--- config.mk ---
export PLATFORM = sky130hd
export DESIGN_NAME = motor_cruise_control_unit_flat
export DESIGN_NICKNAME = d
export VERILOG_FILES = /design/src/rtl/core/mcc_pkg.sv /design/src/rtl/core/mcc_if.sv /design/src/rtl/core/mcc_ctrl.sv /design/src/rtl/core/mcc_dp.sv /design/src/rtl/core/motor_cruise_control_unit.sv /design/src/flat_wrapper.sv
export SDC_FILE = /design/constraint.sdc
export NUM_CORES = 2
export LEC_CHECK = 0
export BUFFER_PORTS_ARGS = -buffer_cell sky130_fd_sc_hd__buf_2
export CAP_MARGIN = 10
export CORE_MARGIN = 2
export CORE_UTILIZATION = 48
export CTS_BUF_LIST = sky130_fd_sc_hd__clkbuf_8
export DETAILED_ROUTE_END_ITERATION = 6
export GPL_TIMING_DRIVEN = 0
export SLEW_MARGIN = 10
export SYNTH_ARGS = -nofsm -noshare
export SYNTH_HDL_FRONTEND = slang
export SYNTH_HIERARCHICAL = 1
export SYNTH_SLANG_ARGS = --single-unit
--- constraint.sdc ---
create_clock -name clk -period 19.1 [get_ports clk]
set_input_delay 3.82 -clock clk [delete_from_list [all_inputs] [get_ports clk]]
set_output_delay 3.82 -clock clk [all_outputs]
set_load 0.03 [all_outputs]
--- src/rtl/core/mcc_pkg.sv ---
`timescale 1ns / 1ps

package mcc_pkg;

    // default sizes
    localparam int PEDAL_BITS_DEF     = 12;
    localparam int TICK_BITS_DEF      = 16;
    localparam int LOCKOUT_PASSES_DEF = 4;

    // register widths
    localparam int RELEASE_W   = 12;
    localparam int CENTER_W    = 12;
    localparam int DEAD_W      = 11;
    localparam int PWM_W       = 24;
    localparam int CFG_DATA_W  = 24;
    localparam int CFG_INDEX_W = 2;

    // register reset values
    localparam logic [RELEASE_W-1:0] RELEASE_DELTA_RST = 12'd204;
    localparam logic [CENTER_W-1:0]  CENTER_CODE_RST   = 12'd2048;
    localparam logic [DEAD_W-1:0]    DEAD_BAND_RST     = 11'd81;
    localparam logic [PWM_W-1:0]     PWM_RELOAD_RST    = 24'd16687215;
    localparam logic [PWM_W-1:0]     FULL_SCALE        = 24'hFFFFFF;
    localparam logic [PWM_W-1:0]     PWM_SPAN_RST      = FULL_SCALE - PWM_RELOAD_RST;

    typedef enum logic [CFG_INDEX_W-1:0] {
        CFG_RELEASE_DELTA = 2'd0,
        CFG_CENTER_CODE   = 2'd1,
        CFG_DEAD_BAND     = 2'd2,
        CFG_PWM_RELOAD    = 2'd3
    } cfg_index_t;

    typedef enum logic [1:0] {
        DIR_STOP = 2'd0,
        DIR_FWD  = 2'd1,
        DIR_BACK = 2'd2
    } dir_t;

    // controller to datapath
    typedef struct packed {
        logic capture;
        logic eval;
        logic shape;
        logic scale;
        logic div_step;
        logic span;
        logic load_out;
    } cmd_t;

    // datapath to controller
    typedef struct packed {
        logic need_div;
        logic div_done;
    } status_t;

endpackage

--- src/rtl/core/mcc_if.sv ---
`timescale 1ns / 1ps

interface mcc_item_if #(
    parameter int PEDAL_BITS = mcc_pkg::PEDAL_BITS_DEF,
    parameter int TICK_BITS  = mcc_pkg::TICK_BITS_DEF
);
    logic                  valid;
    logic                  ready;
    logic [PEDAL_BITS-1:0] pedal_code;
    logic                  cancel_pressed;
    logic                  set_pressed;
    logic                  tick_elapsed;
    logic                  window_end;
    logic [TICK_BITS-1:0]  window_ticks;

    modport source (
        output valid, pedal_code, cancel_pressed, set_pressed, tick_elapsed,
               window_end, window_ticks,
        input  ready
    );
    modport sink (
        input  valid, pedal_code, cancel_pressed, set_pressed, tick_elapsed,
               window_end, window_ticks,
        output ready
    );
endinterface

interface mcc_result_if;
    logic                      valid;
    logic                      ready;
    logic [1:0]                direction;
    logic [mcc_pkg::PWM_W-1:0] compare_value;
    logic                      cruise_active;
    logic                      override_release;

    modport source (
        output valid, direction, compare_value, cruise_active, override_release,
        input  ready
    );
    modport sink (
        input  valid, direction, compare_value, cruise_active, override_release,
        output ready
    );
endinterface

--- src/rtl/core/mcc_ctrl.sv ---
`timescale 1ns / 1ps

module mcc_ctrl (
    input  logic             clk,
    input  logic             rst_n,
    input  logic             in_valid,
    output logic             in_ready,
    output logic             out_valid,
    input  logic             out_ready,
    output mcc_pkg::cmd_t    cmd,
    input  mcc_pkg::status_t status
);

    typedef enum logic [2:0] {
        S_IDLE,
        S_EVAL,
        S_SHAPE,
        S_SCALE,
        S_DIVIDE,
        S_SPAN,
        S_FINISH
    } state_t;

    state_t state_reg, state_next;
    logic   out_valid_reg, out_valid_next;
    logic   load_out;

    assign load_out  = (state_reg == S_FINISH) && (!out_valid_reg || out_ready);
    assign in_ready  = (state_reg == S_IDLE);
    assign out_valid = out_valid_reg;

    always_comb
    begin
        cmd          = '0;
        cmd.capture  = (state_reg == S_IDLE) && in_valid;
        cmd.eval     = (state_reg == S_EVAL);
        cmd.shape    = (state_reg == S_SHAPE);
        cmd.scale    = (state_reg == S_SCALE);
        cmd.div_step = (state_reg == S_DIVIDE) && !status.div_done;
        cmd.span     = (state_reg == S_SPAN);
        cmd.load_out = load_out;
    end

    always_comb
    begin
        state_next = state_reg;
        case (state_reg)
            S_IDLE:
            begin
                if (in_valid)
                    state_next = S_EVAL;
            end
            S_EVAL:   state_next = S_SHAPE;
            S_SHAPE:  state_next = S_SCALE;
            S_SCALE:  state_next = status.need_div ? S_DIVIDE : S_SPAN;
            S_DIVIDE:
            begin
                if (status.div_done)
                    state_next = S_SPAN;
            end
            S_SPAN:   state_next = S_FINISH;
            S_FINISH:
            begin
                if (load_out)
                    state_next = S_IDLE;
            end
            default:  state_next = S_IDLE;
        endcase

        if (load_out)
            out_valid_next = 1'b1;
        else if (out_ready)
            out_valid_next = 1'b0;
        else
            out_valid_next = out_valid_reg;
    end

    always_ff @(posedge clk or negedge rst_n)
    begin
        if (!rst_n)
        begin
            state_reg     <= S_IDLE;
            out_valid_reg <= 1'b0;
        end
        else
        begin
            state_reg     <= state_next;
            out_valid_reg <= out_valid_next;
        end
    end

    a_accept_leaves_idle: assert property (@(posedge clk) disable iff (!rst_n)
        (in_valid && in_ready) |=> !in_ready)
        else $error("controller took a word without leaving idle");

    a_divide_holds: assert property (@(posedge clk) disable iff (!rst_n)
        (state_reg == S_DIVIDE && !status.div_done) |=> (state_reg == S_DIVIDE))
        else $error("divide left before the quotient was complete");

    a_finish_waits: assert property (@(posedge clk) disable iff (!rst_n)
        (state_reg == S_FINISH && out_valid_reg && !out_ready)
        |=> (state_reg == S_FINISH))
        else $error("result overwritten while the previous word was pending");

endmodule

--- src/rtl/core/mcc_dp.sv ---
`timescale 1ns / 1ps

module mcc_dp #(
    parameter int PEDAL_BITS     = mcc_pkg::PEDAL_BITS_DEF,
    parameter int TICK_BITS      = mcc_pkg::TICK_BITS_DEF,
    parameter int LOCKOUT_PASSES = mcc_pkg::LOCKOUT_PASSES_DEF
) (
    input  logic                           clk,
    input  logic                           rst_n,
    input  mcc_pkg::cmd_t                  cmd,
    output mcc_pkg::status_t               status,
    input  logic                           cfg_wr_en,
    input  logic [mcc_pkg::CFG_INDEX_W-1:0] cfg_index,
    input  logic [mcc_pkg::CFG_DATA_W-1:0]  cfg_data,
    input  logic [PEDAL_BITS-1:0]          pedal_code,
    input  logic                           cancel_pressed,
    input  logic                           set_pressed,
    input  logic                           tick_elapsed,
    input  logic                           window_end,
    input  logic [TICK_BITS-1:0]           window_ticks,
    output logic [1:0]                     direction,
    output logic [mcc_pkg::PWM_W-1:0]      compare_value,
    output logic                           cruise_active,
    output logic                           override_release
);

    localparam int MAG_W  = (PEDAL_BITS > mcc_pkg::CENTER_W) ? PEDAL_BITS : mcc_pkg::CENTER_W;
    localparam int OFF_W  = MAG_W + 1;
    localparam int DUTY_W = MAG_W + 1;
    localparam int SAT_W  = PEDAL_BITS + 1;
    localparam int NUM_W  = DUTY_W + TICK_BITS;
    localparam int CNT_W  = $clog2(NUM_W + 1);
    localparam int LOCK_W = $clog2(LOCKOUT_PASSES + 1);
    localparam int PROD_W = SAT_W + mcc_pkg::PWM_W;
    localparam logic [SAT_W-1:0] FULL_DUTY = {1'b1, {PEDAL_BITS{1'b0}}};
    localparam logic [LOCK_W-1:0] LOCK_LOAD = LOCK_W'(LOCKOUT_PASSES);

    // configuration
    logic [mcc_pkg::RELEASE_W-1:0] release_reg;
    logic [mcc_pkg::CENTER_W-1:0]  center_reg;
    logic [mcc_pkg::DEAD_W-1:0]    dead_reg;
    logic [mcc_pkg::PWM_W-1:0]     span_reg;

    // loop state
    logic                  cruise_reg, cruise_next;
    logic [PEDAL_BITS-1:0] held_reg, held_next;
    logic [TICK_BITS-1:0]  ref_reg, ref_next;
    logic [TICK_BITS-1:0]  latest_reg, latest_next;
    logic [LOCK_W-1:0]     lockout_reg, lockout_next;

    // captured word
    logic [PEDAL_BITS-1:0] pedal_q;
    logic                  cancel_q, set_q, tick_q, wend_q;
    logic [TICK_BITS-1:0]  wticks_q;

    // working registers
    logic [PEDAL_BITS-1:0] speed_reg;
    logic                  eff_reg, released_reg, cruise_out_reg;
    logic [TICK_BITS-1:0]  op_ref_reg, op_latest_reg;
    mcc_pkg::dir_t         dir_reg;
    logic [DUTY_W-1:0]     duty_reg;
    logic                  scale_reg;
    logic [NUM_W-1:0]      num_reg;
    logic [TICK_BITS-1:0]  rem_reg;
    logic [CNT_W-1:0]      cnt_reg;
    logic [PROD_W-1:0]     prod_reg;

    // result word
    logic [1:0]              out_dir_reg;
    logic [mcc_pkg::PWM_W-1:0] out_cmp_reg;
    logic                    out_cruise_reg, out_rel_reg;

    // evaluation of buttons and release
    logic [MAG_W-1:0]  pedal_m, held_m, dep;
    logic              rel, eff, c_cancel;
    logic [LOCK_W-1:0] lock_mid;

    always_comb
    begin
        pedal_m  = MAG_W'(pedal_q);
        held_m   = MAG_W'(held_reg);
        dep      = (held_m > pedal_m) ? (held_m - pedal_m) : (pedal_m - held_m);
        rel      = cruise_reg && (dep > MAG_W'(release_reg));
        eff      = cruise_reg && !rel;
        c_cancel = eff && !cancel_q;

        cruise_next = c_cancel;
        held_next   = held_reg;
        ref_next    = ref_reg;
        if (set_q && (lockout_reg == '0))
        begin
            cruise_next = !c_cancel;
            if (!c_cancel)
            begin
                held_next = pedal_q;
                ref_next  = latest_reg;
            end
        end
        lock_mid = set_q ? LOCK_LOAD : lockout_reg;

        latest_next  = latest_reg;
        lockout_next = lock_mid;
        if (wend_q)
            latest_next = wticks_q;
        else if (tick_q && (lock_mid != '0))
            lockout_next = lock_mid - LOCK_W'(1);
    end

    // offset, direction and raw duty
    logic [OFF_W-1:0]  off, off_neg;
    logic [MAG_W-1:0]  mag;
    logic              neg, stop;
    logic [DUTY_W-1:0] duty_raw;

    always_comb
    begin
        off      = {1'b0, MAG_W'(speed_reg)} - {1'b0, MAG_W'(center_reg)};
        off_neg  = -off;
        neg      = off[OFF_W-1];
        mag      = neg ? off_neg[MAG_W-1:0] : off[MAG_W-1:0];
        stop     = (mag <= MAG_W'(dead_reg));
        duty_raw = {mag, 1'b0};
    end

    // restoring divide, one quotient bit a step
    logic [TICK_BITS:0]   trial, trial_diff;
    logic                 q_bit;

    always_comb
    begin
        trial      = {rem_reg, num_reg[NUM_W-1]};
        trial_diff = trial - {1'b0, op_latest_reg};
        q_bit      = (trial >= {1'b0, op_latest_reg});
    end

    // saturation before the span multiply
    logic [NUM_W-1:0] sat_src;
    logic [SAT_W-1:0] duty_sat;

    always_comb
    begin
        sat_src  = scale_reg ? num_reg : NUM_W'(duty_reg);
        duty_sat = (sat_src > NUM_W'(FULL_DUTY)) ? FULL_DUTY : sat_src[SAT_W-1:0];
    end

    assign status.need_div = scale_reg;
    assign status.div_done = (cnt_reg == '0);

    always_ff @(posedge clk or negedge rst_n)
    begin
        if (!rst_n)
        begin
            release_reg <= mcc_pkg::RELEASE_DELTA_RST;
            center_reg  <= mcc_pkg::CENTER_CODE_RST;
            dead_reg    <= mcc_pkg::DEAD_BAND_RST;
            span_reg    <= mcc_pkg::PWM_SPAN_RST;
            cruise_reg  <= 1'b0;
            held_reg    <= '0;
            ref_reg     <= '0;
            latest_reg  <= '0;
            lockout_reg <= '0;
            cnt_reg     <= '0;
            scale_reg   <= 1'b0;
        end
        else
        begin
            if (cfg_wr_en)
            begin
                case (mcc_pkg::cfg_index_t'(cfg_index))
                    mcc_pkg::CFG_RELEASE_DELTA: release_reg <= cfg_data[mcc_pkg::RELEASE_W-1:0];
                    mcc_pkg::CFG_CENTER_CODE:   center_reg  <= cfg_data[mcc_pkg::CENTER_W-1:0];
                    mcc_pkg::CFG_DEAD_BAND:     dead_reg    <= cfg_data[mcc_pkg::DEAD_W-1:0];
                    mcc_pkg::CFG_PWM_RELOAD:
                        span_reg <= mcc_pkg::FULL_SCALE - cfg_data[mcc_pkg::PWM_W-1:0];
                    default: ;
                endcase
            end

            if (cmd.eval)
            begin
                cruise_reg  <= cruise_next;
                held_reg    <= held_next;
                ref_reg     <= ref_next;
                latest_reg  <= latest_next;
                lockout_reg <= lockout_next;
            end

            if (cmd.shape)
                scale_reg <= eff_reg && !stop && (op_latest_reg != '0);

            if (cmd.scale)
                cnt_reg <= CNT_W'(NUM_W);
            else if (cmd.div_step)
                cnt_reg <= cnt_reg - CNT_W'(1);
        end
    end

    // payload registers
    always_ff @(posedge clk)
    begin
        if (cmd.capture)
        begin
            pedal_q  <= pedal_code;
            cancel_q <= cancel_pressed;
            set_q    <= set_pressed;
            tick_q   <= tick_elapsed;
            wend_q   <= window_end;
            wticks_q <= window_ticks;
        end

        if (cmd.eval)
        begin
            speed_reg      <= eff ? held_reg : pedal_q;
            eff_reg        <= eff;
            released_reg   <= rel;
            cruise_out_reg <= cruise_next;
            op_ref_reg     <= ref_reg;
            op_latest_reg  <= latest_reg;
        end

        if (cmd.shape)
        begin
            if (stop)
            begin
                dir_reg  <= mcc_pkg::DIR_STOP;
                duty_reg <= '0;
            end
            else
            begin
                dir_reg <= neg ? mcc_pkg::DIR_BACK : mcc_pkg::DIR_FWD;
                if (eff_reg && (op_latest_reg == '0))
                    duty_reg <= DUTY_W'(FULL_DUTY);
                else
                    duty_reg <= duty_raw;
            end
        end

        if (cmd.scale)
        begin
            num_reg <= NUM_W'(duty_reg) * NUM_W'(op_ref_reg);
            rem_reg <= '0;
        end
        else if (cmd.div_step)
        begin
            num_reg <= {num_reg[NUM_W-2:0], q_bit};
            rem_reg <= q_bit ? trial_diff[TICK_BITS-1:0] : trial[TICK_BITS-1:0];
        end

        if (cmd.span)
            prod_reg <= PROD_W'(duty_sat) * PROD_W'(span_reg);

        if (cmd.load_out)
        begin
            out_dir_reg    <= dir_reg;
            out_cmp_reg    <= mcc_pkg::FULL_SCALE - prod_reg[PEDAL_BITS +: mcc_pkg::PWM_W];
            out_cruise_reg <= cruise_out_reg;
            out_rel_reg    <= released_reg;
        end
    end

    assign direction        = out_dir_reg;
    assign compare_value    = out_cmp_reg;
    assign cruise_active    = out_cruise_reg;
    assign override_release = out_rel_reg;

    a_lockout_bound: assert property (@(posedge clk) disable iff (!rst_n)
        lockout_reg <= LOCK_LOAD)
        else $error("button lockout above its reload value");

    a_cruise_needs_set: assert property (@(posedge clk) disable iff (!rst_n)
        $rose(cruise_reg) |-> set_q)
        else $error("cruise engaged without a set press");

endmodule

--- src/rtl/core/motor_cruise_control_unit.sv ---
`timescale 1ns / 1ps
// an accepted word steps through eval, shape, scale, a bit-serial ratio divide (only in
//   cruise with a moving drive and a nonzero tick count), span and finish
// a new word is taken only after the last one leaves finish and the block is idle again
// input is taken only while idle; a finished word waits in the output register
// reset (rst_n low, async): cruise off, setpoint/tick snapshots/lockout zero,
//   configuration back to its defaults, no word pending

module motor_cruise_control_unit #(
    parameter int PEDAL_BITS     = mcc_pkg::PEDAL_BITS_DEF,
    parameter int TICK_BITS      = mcc_pkg::TICK_BITS_DEF,
    parameter int LOCKOUT_PASSES = mcc_pkg::LOCKOUT_PASSES_DEF
) (
    input  logic                            clk,
    input  logic                            rst_n,
    mcc_item_if.sink                        item,
    mcc_result_if.source                    result,
    input  logic                            cfg_wr_en,
    input  logic [mcc_pkg::CFG_INDEX_W-1:0] cfg_index,
    input  logic [mcc_pkg::CFG_DATA_W-1:0]  cfg_data
);

    // command and status between sequencer and datapath
    mcc_pkg::cmd_t    cmd;
    mcc_pkg::status_t status;

    logic in_ready;
    logic out_valid;

    // sequencer: idle -> eval -> shape -> scale -> (divide) -> span -> finish
    mcc_ctrl u_ctrl (
        .clk       (clk),
        .rst_n     (rst_n),
        .in_valid  (item.valid),
        .in_ready  (in_ready),
        .out_valid (out_valid),
        .out_ready (result.ready),
        .cmd       (cmd),
        .status    (status)
    );

    // datapath: release check, mode update, offset/deadband, ratio divide,
    // pwm span multiply and the result word register
    mcc_dp #(
        .PEDAL_BITS     (PEDAL_BITS),
        .TICK_BITS      (TICK_BITS),
        .LOCKOUT_PASSES (LOCKOUT_PASSES)
    ) u_dp (
        .clk              (clk),
        .rst_n            (rst_n),
        .cmd              (cmd),
        .status           (status),
        .cfg_wr_en        (cfg_wr_en),
        .cfg_index        (cfg_index),
        .cfg_data         (cfg_data),
        .pedal_code       (item.pedal_code),
        .cancel_pressed   (item.cancel_pressed),
        .set_pressed      (item.set_pressed),
        .tick_elapsed     (item.tick_elapsed),
        .window_end       (item.window_end),
        .window_ticks     (item.window_ticks),
        .direction        (result.direction),
        .compare_value    (result.compare_value),
        .cruise_active    (result.cruise_active),
        .override_release (result.override_release)
    );

    // handshake outputs
    assign item.ready   = in_ready;
    assign result.valid = out_valid;

endmodule

--- src/flat_wrapper.sv ---
// flat-port wrapper written by rule: the top's interface ports become plain ports
module motor_cruise_control_unit_flat 
#(
    parameter int PEDAL_BITS     = mcc_pkg::PEDAL_BITS_DEF,
    parameter int TICK_BITS      = mcc_pkg::TICK_BITS_DEF,
    parameter int LOCKOUT_PASSES = mcc_pkg::LOCKOUT_PASSES_DEF
)
  (clk, rst_n, cfg_wr_en, cfg_index, cfg_data, item_valid, item_pedal_code, item_cancel_pressed, item_set_pressed, item_tick_elapsed, item_window_end, item_window_ticks, item_ready, result_valid, result_direction, result_compare_value, result_cruise_active, result_override_release, result_ready);
  mcc_item_if #(.PEDAL_BITS(PEDAL_BITS), .TICK_BITS(TICK_BITS)) item_i ();
  mcc_result_if result_i ();
  input  logic clk;
  input  logic rst_n;
  input  logic cfg_wr_en;
  input  logic [mcc_pkg::CFG_INDEX_W-1:0] cfg_index;
  input  logic [mcc_pkg::CFG_DATA_W-1:0] cfg_data;
  input wire logic [$bits(item_i.valid)-1:0] item_valid;
  input wire logic [$bits(item_i.pedal_code)-1:0] item_pedal_code;
  input wire logic [$bits(item_i.cancel_pressed)-1:0] item_cancel_pressed;
  input wire logic [$bits(item_i.set_pressed)-1:0] item_set_pressed;
  input wire logic [$bits(item_i.tick_elapsed)-1:0] item_tick_elapsed;
  input wire logic [$bits(item_i.window_end)-1:0] item_window_end;
  input wire logic [$bits(item_i.window_ticks)-1:0] item_window_ticks;
  output wire logic [$bits(item_i.ready)-1:0] item_ready;
  output wire logic [$bits(result_i.valid)-1:0] result_valid;
  output wire logic [$bits(result_i.direction)-1:0] result_direction;
  output wire logic [$bits(result_i.compare_value)-1:0] result_compare_value;
  output wire logic [$bits(result_i.cruise_active)-1:0] result_cruise_active;
  output wire logic [$bits(result_i.override_release)-1:0] result_override_release;
  input wire logic [$bits(result_i.ready)-1:0] result_ready;
  assign item_i.valid = item_valid;
  assign item_i.pedal_code = item_pedal_code;
  assign item_i.cancel_pressed = item_cancel_pressed;
  assign item_i.set_pressed = item_set_pressed;
  assign item_i.tick_elapsed = item_tick_elapsed;
  assign item_i.window_end = item_window_end;
  assign item_i.window_ticks = item_window_ticks;
  assign item_ready = item_i.ready;
  assign result_valid = result_i.valid;
  assign result_direction = result_i.direction;
  assign result_compare_value = result_i.compare_value;
  assign result_cruise_active = result_i.cruise_active;
  assign result_override_release = result_i.override_release;
  assign result_i.ready = result_ready;
  motor_cruise_control_unit #(.PEDAL_BITS(PEDAL_BITS), .TICK_BITS(TICK_BITS), .LOCKOUT_PASSES(LOCKOUT_PASSES)) u_core (.clk(clk), .rst_n(rst_n), .item(item_i), .result(result_i), .cfg_wr_en(cfg_wr_en), .cfg_index(cfg_index), .cfg_data(cfg_data));
endmodule
==> results.md <==
- FMAX: 107.5 MHz
- Die X: 254.7 um
- Number of CTS-inserted buffers: 56
- Vias in the first global route: 22540
- Top FF cell, synth: edfxtp_1
- Core Area: 61940 um2
- Failing checks: design-rule violations
- Gate Count Post-Synth: 3051
- Critical path startpoint: u_core/u_dp/duty_reg[11]$_SDFFCE_PP0P_
- CTS sink count: 307
- Post-synthesis area per instance: 9.891 um2
- Setup violators final: 0
- Clock skew: 0.04800 ns
- FF-to-FF Start: u_core/u_dp/duty_reg[11]$_SDFFCE_PP0P_
- Top-area cell type share of the netlist area: 0.2554
- WP data arrival: 9.72 ns
- Die ar.: 64900 um2
- Layout area overhead: 9.163%
- Setup crit end kind: register
- Cell mode on critical path: fa_1
- Total setup buffers inserted after CTS: 0
- Initial Utilization: 0.4872
- CTS Root Cell: clkbuf_8
- Status: finished, violations left
- RSZ-0062 raised after global routing: false
- Congestion Overflow GR: 0
- Max clock buf depth: 3
- Startpoint Class: register
- Pins Over Slew Limit: 0
- Commonest non-fill, non-tap cells in the layout: inv_1, nand2_1, fa_1
- Critical path class: reg -> reg
- Die Y: 254.7 um
- H-tree lvl count: 2
- Dominant cells by area after synthesis: fa_1, edfxtp_1, ha_1, dfrtp_1, inv_1
- Crit path required time: 19.52 ns
- Drt wl/cell: 18.30 um
- Min-delay src: u_core/u_dp/released_reg$_DFFE_PP_
- Post-Syn Nets: 3732
- Reg clk slew, reported paths: 0.06 ns
- Seq cells post-synth: 307
- Min-Delay Path Class: reg -> reg
- Crit share post-route: 0.4869
- Post-route ant nets: 0
- I/O pins: 93
- Synth Warn #: 6
- Tot GR Track Use: 0.2396
- Pre-Repair DR Iteration Count: 7
- Antenna violations before repair: 2
- CTS tree: yes
- Max reg flops: 29
- Share of cells above drive strength 1: 0.09518
- Rows: 91
- Worst skew pair latency: 0.70 ns
- Post-synthesis cell area: 30180 um2
- Port Buf Inserts: 92
- Routed wire length: 74970 um
- Hold buffer count at cts: 0
- # Max-Cap Violations: 0
- Pin count of the biggest net entering global routing: 60
- HPWL after DPL: 60160 um
- Iteration-0 DRC Markers: 1324
- Post-cts resize count: 0
- Most area-hungry cell type in the Yosys netlist: fa_1
- EDFF count, synth: 174
- First-pass GRT wire length: 120900 um
- Final Hold Vio Count: 0
- Worst-path maximum fanout: 10
- CP peak stage delay: 0.78 ns
- Vias/cell: 5.260
- Tmin final: 9.300 ns
- Post-route DRC: 1
- Nets: 3891
- Async SR Flop Fraction: 0.3811
- Yosys cell types: 84
- R2r setup slk: 9.80 ns
- Vias: 21550
- Slowest CP cell: a211oi_1
- Most common cell after layout, fill and taps aside: inv_1
- Setup TNS Final: 0 ns
- Slew headroom: 0.3765
- GP Congestion: 0.8976
- Worst Tran Pin Value: 0.9297 ns
- Seq/Total Area, Yosys: 0.2815
==> Yosys cell counts (all sizes together) (15+ instances only) <==
cell type / n
clkbuf: 116
nand3: 20
nor3: 30
a21o: 23
edfxtp: 174
nor2: 94
inv: 569
nand2b: 16
dfstp: 17
nand2: 443
fa: 385
mux2i: 34
nor4: 18
a211oi: 19
and2: 184
nand4: 15
xnor2: 59
mux2: 79
nor2b: 24
o21ai: 113
xor2: 20
dfrtp: 100
dfxtp: 16
a21oi: 80
ha: 233
==> layer usage <==
metal  GRT usage  wire length, um  vias up
li1            -                -    10070
met1      0.3454            34670    10770
met2      0.3763            34030      599
met3     0.03695             4357      113
met4     0.06750             1909        0
met5           0                0        -
==> logic make-up after synthesis <==
group                    after synthesis  share of synthesized area
AND/OR/NAND/NOR                      893                     0.1410
buffers and inverters                698                    0.08781
adder cells (fa/ha/maj)              618                     0.3520
AO/OA/AOI/OAI                        343                    0.07401
flip-flops                           307                     0.2815
multiplexers                         113                    0.04075
XOR/XNOR                              79                    0.02293
==> worst paths after layout <==
path,endpoint,cells after the start
setup / recovery,u_core/u_dp/prod_reg[35]$_DFFE_PP_,26
hold / removal,u_core/u_dp/override_release$_DFFE_PP_,0
setup reg to reg,u_core/u_dp/prod_reg[35]$_DFFE_PP_,26
hold reg to reg,u_core/u_dp/override_release$_DFFE_PP_,0
max in group asynchronous,u_core/u_dp/release_reg[2]$_DFFE_PN1P_,2
min in group asynchronous,u_core/u_dp/held_m[5]$_DFFE_PN0P_,1
==> per-stage QoR <==
step,util,setup WS (ns),instances,hold WS (ns),instance area (um2)
finish,0.5319,9.800,4096,0.3987,32940
global route,0.5319,9.361,4096,0.3935,32940
CTS,0.5318,9.914,4094,0.4037,32940
detailed placement,0.5135,9.960,3989,0.4105,31800
global placement,0.5116,9.992,3980,0.4055,31690
floorplan,-,12.29,3051,0.4003,30180
==> final cells by class <==
class | instances | area (um2)
clock buffer | 60 | 825.8
fill | 5714 | 29000
multi-input combinational | 2046 | 19050
tap | 837 | 1047
antenna | 2 | 5.005
clock inverter | 45 | 307.8
timing repair buffer | 101 | 565.5
sequential | 307 | 8494
inverter | 570 | 2140
buffer | 128 | 510.5
==> critical path: cells and delay by family, from the launching register on <==
kind	cells	cell delay [ns]
simple gates	6	1.91
fa+ha+maj	6	2.76
xor+xnor	1	0.14
compound gates	7	2.48
flops	1	0.35
buf+inv	6	1.34
Power is not shown: default switching activity piles up to over one toggle a cycle in this logic, so the estimate is an artifact.
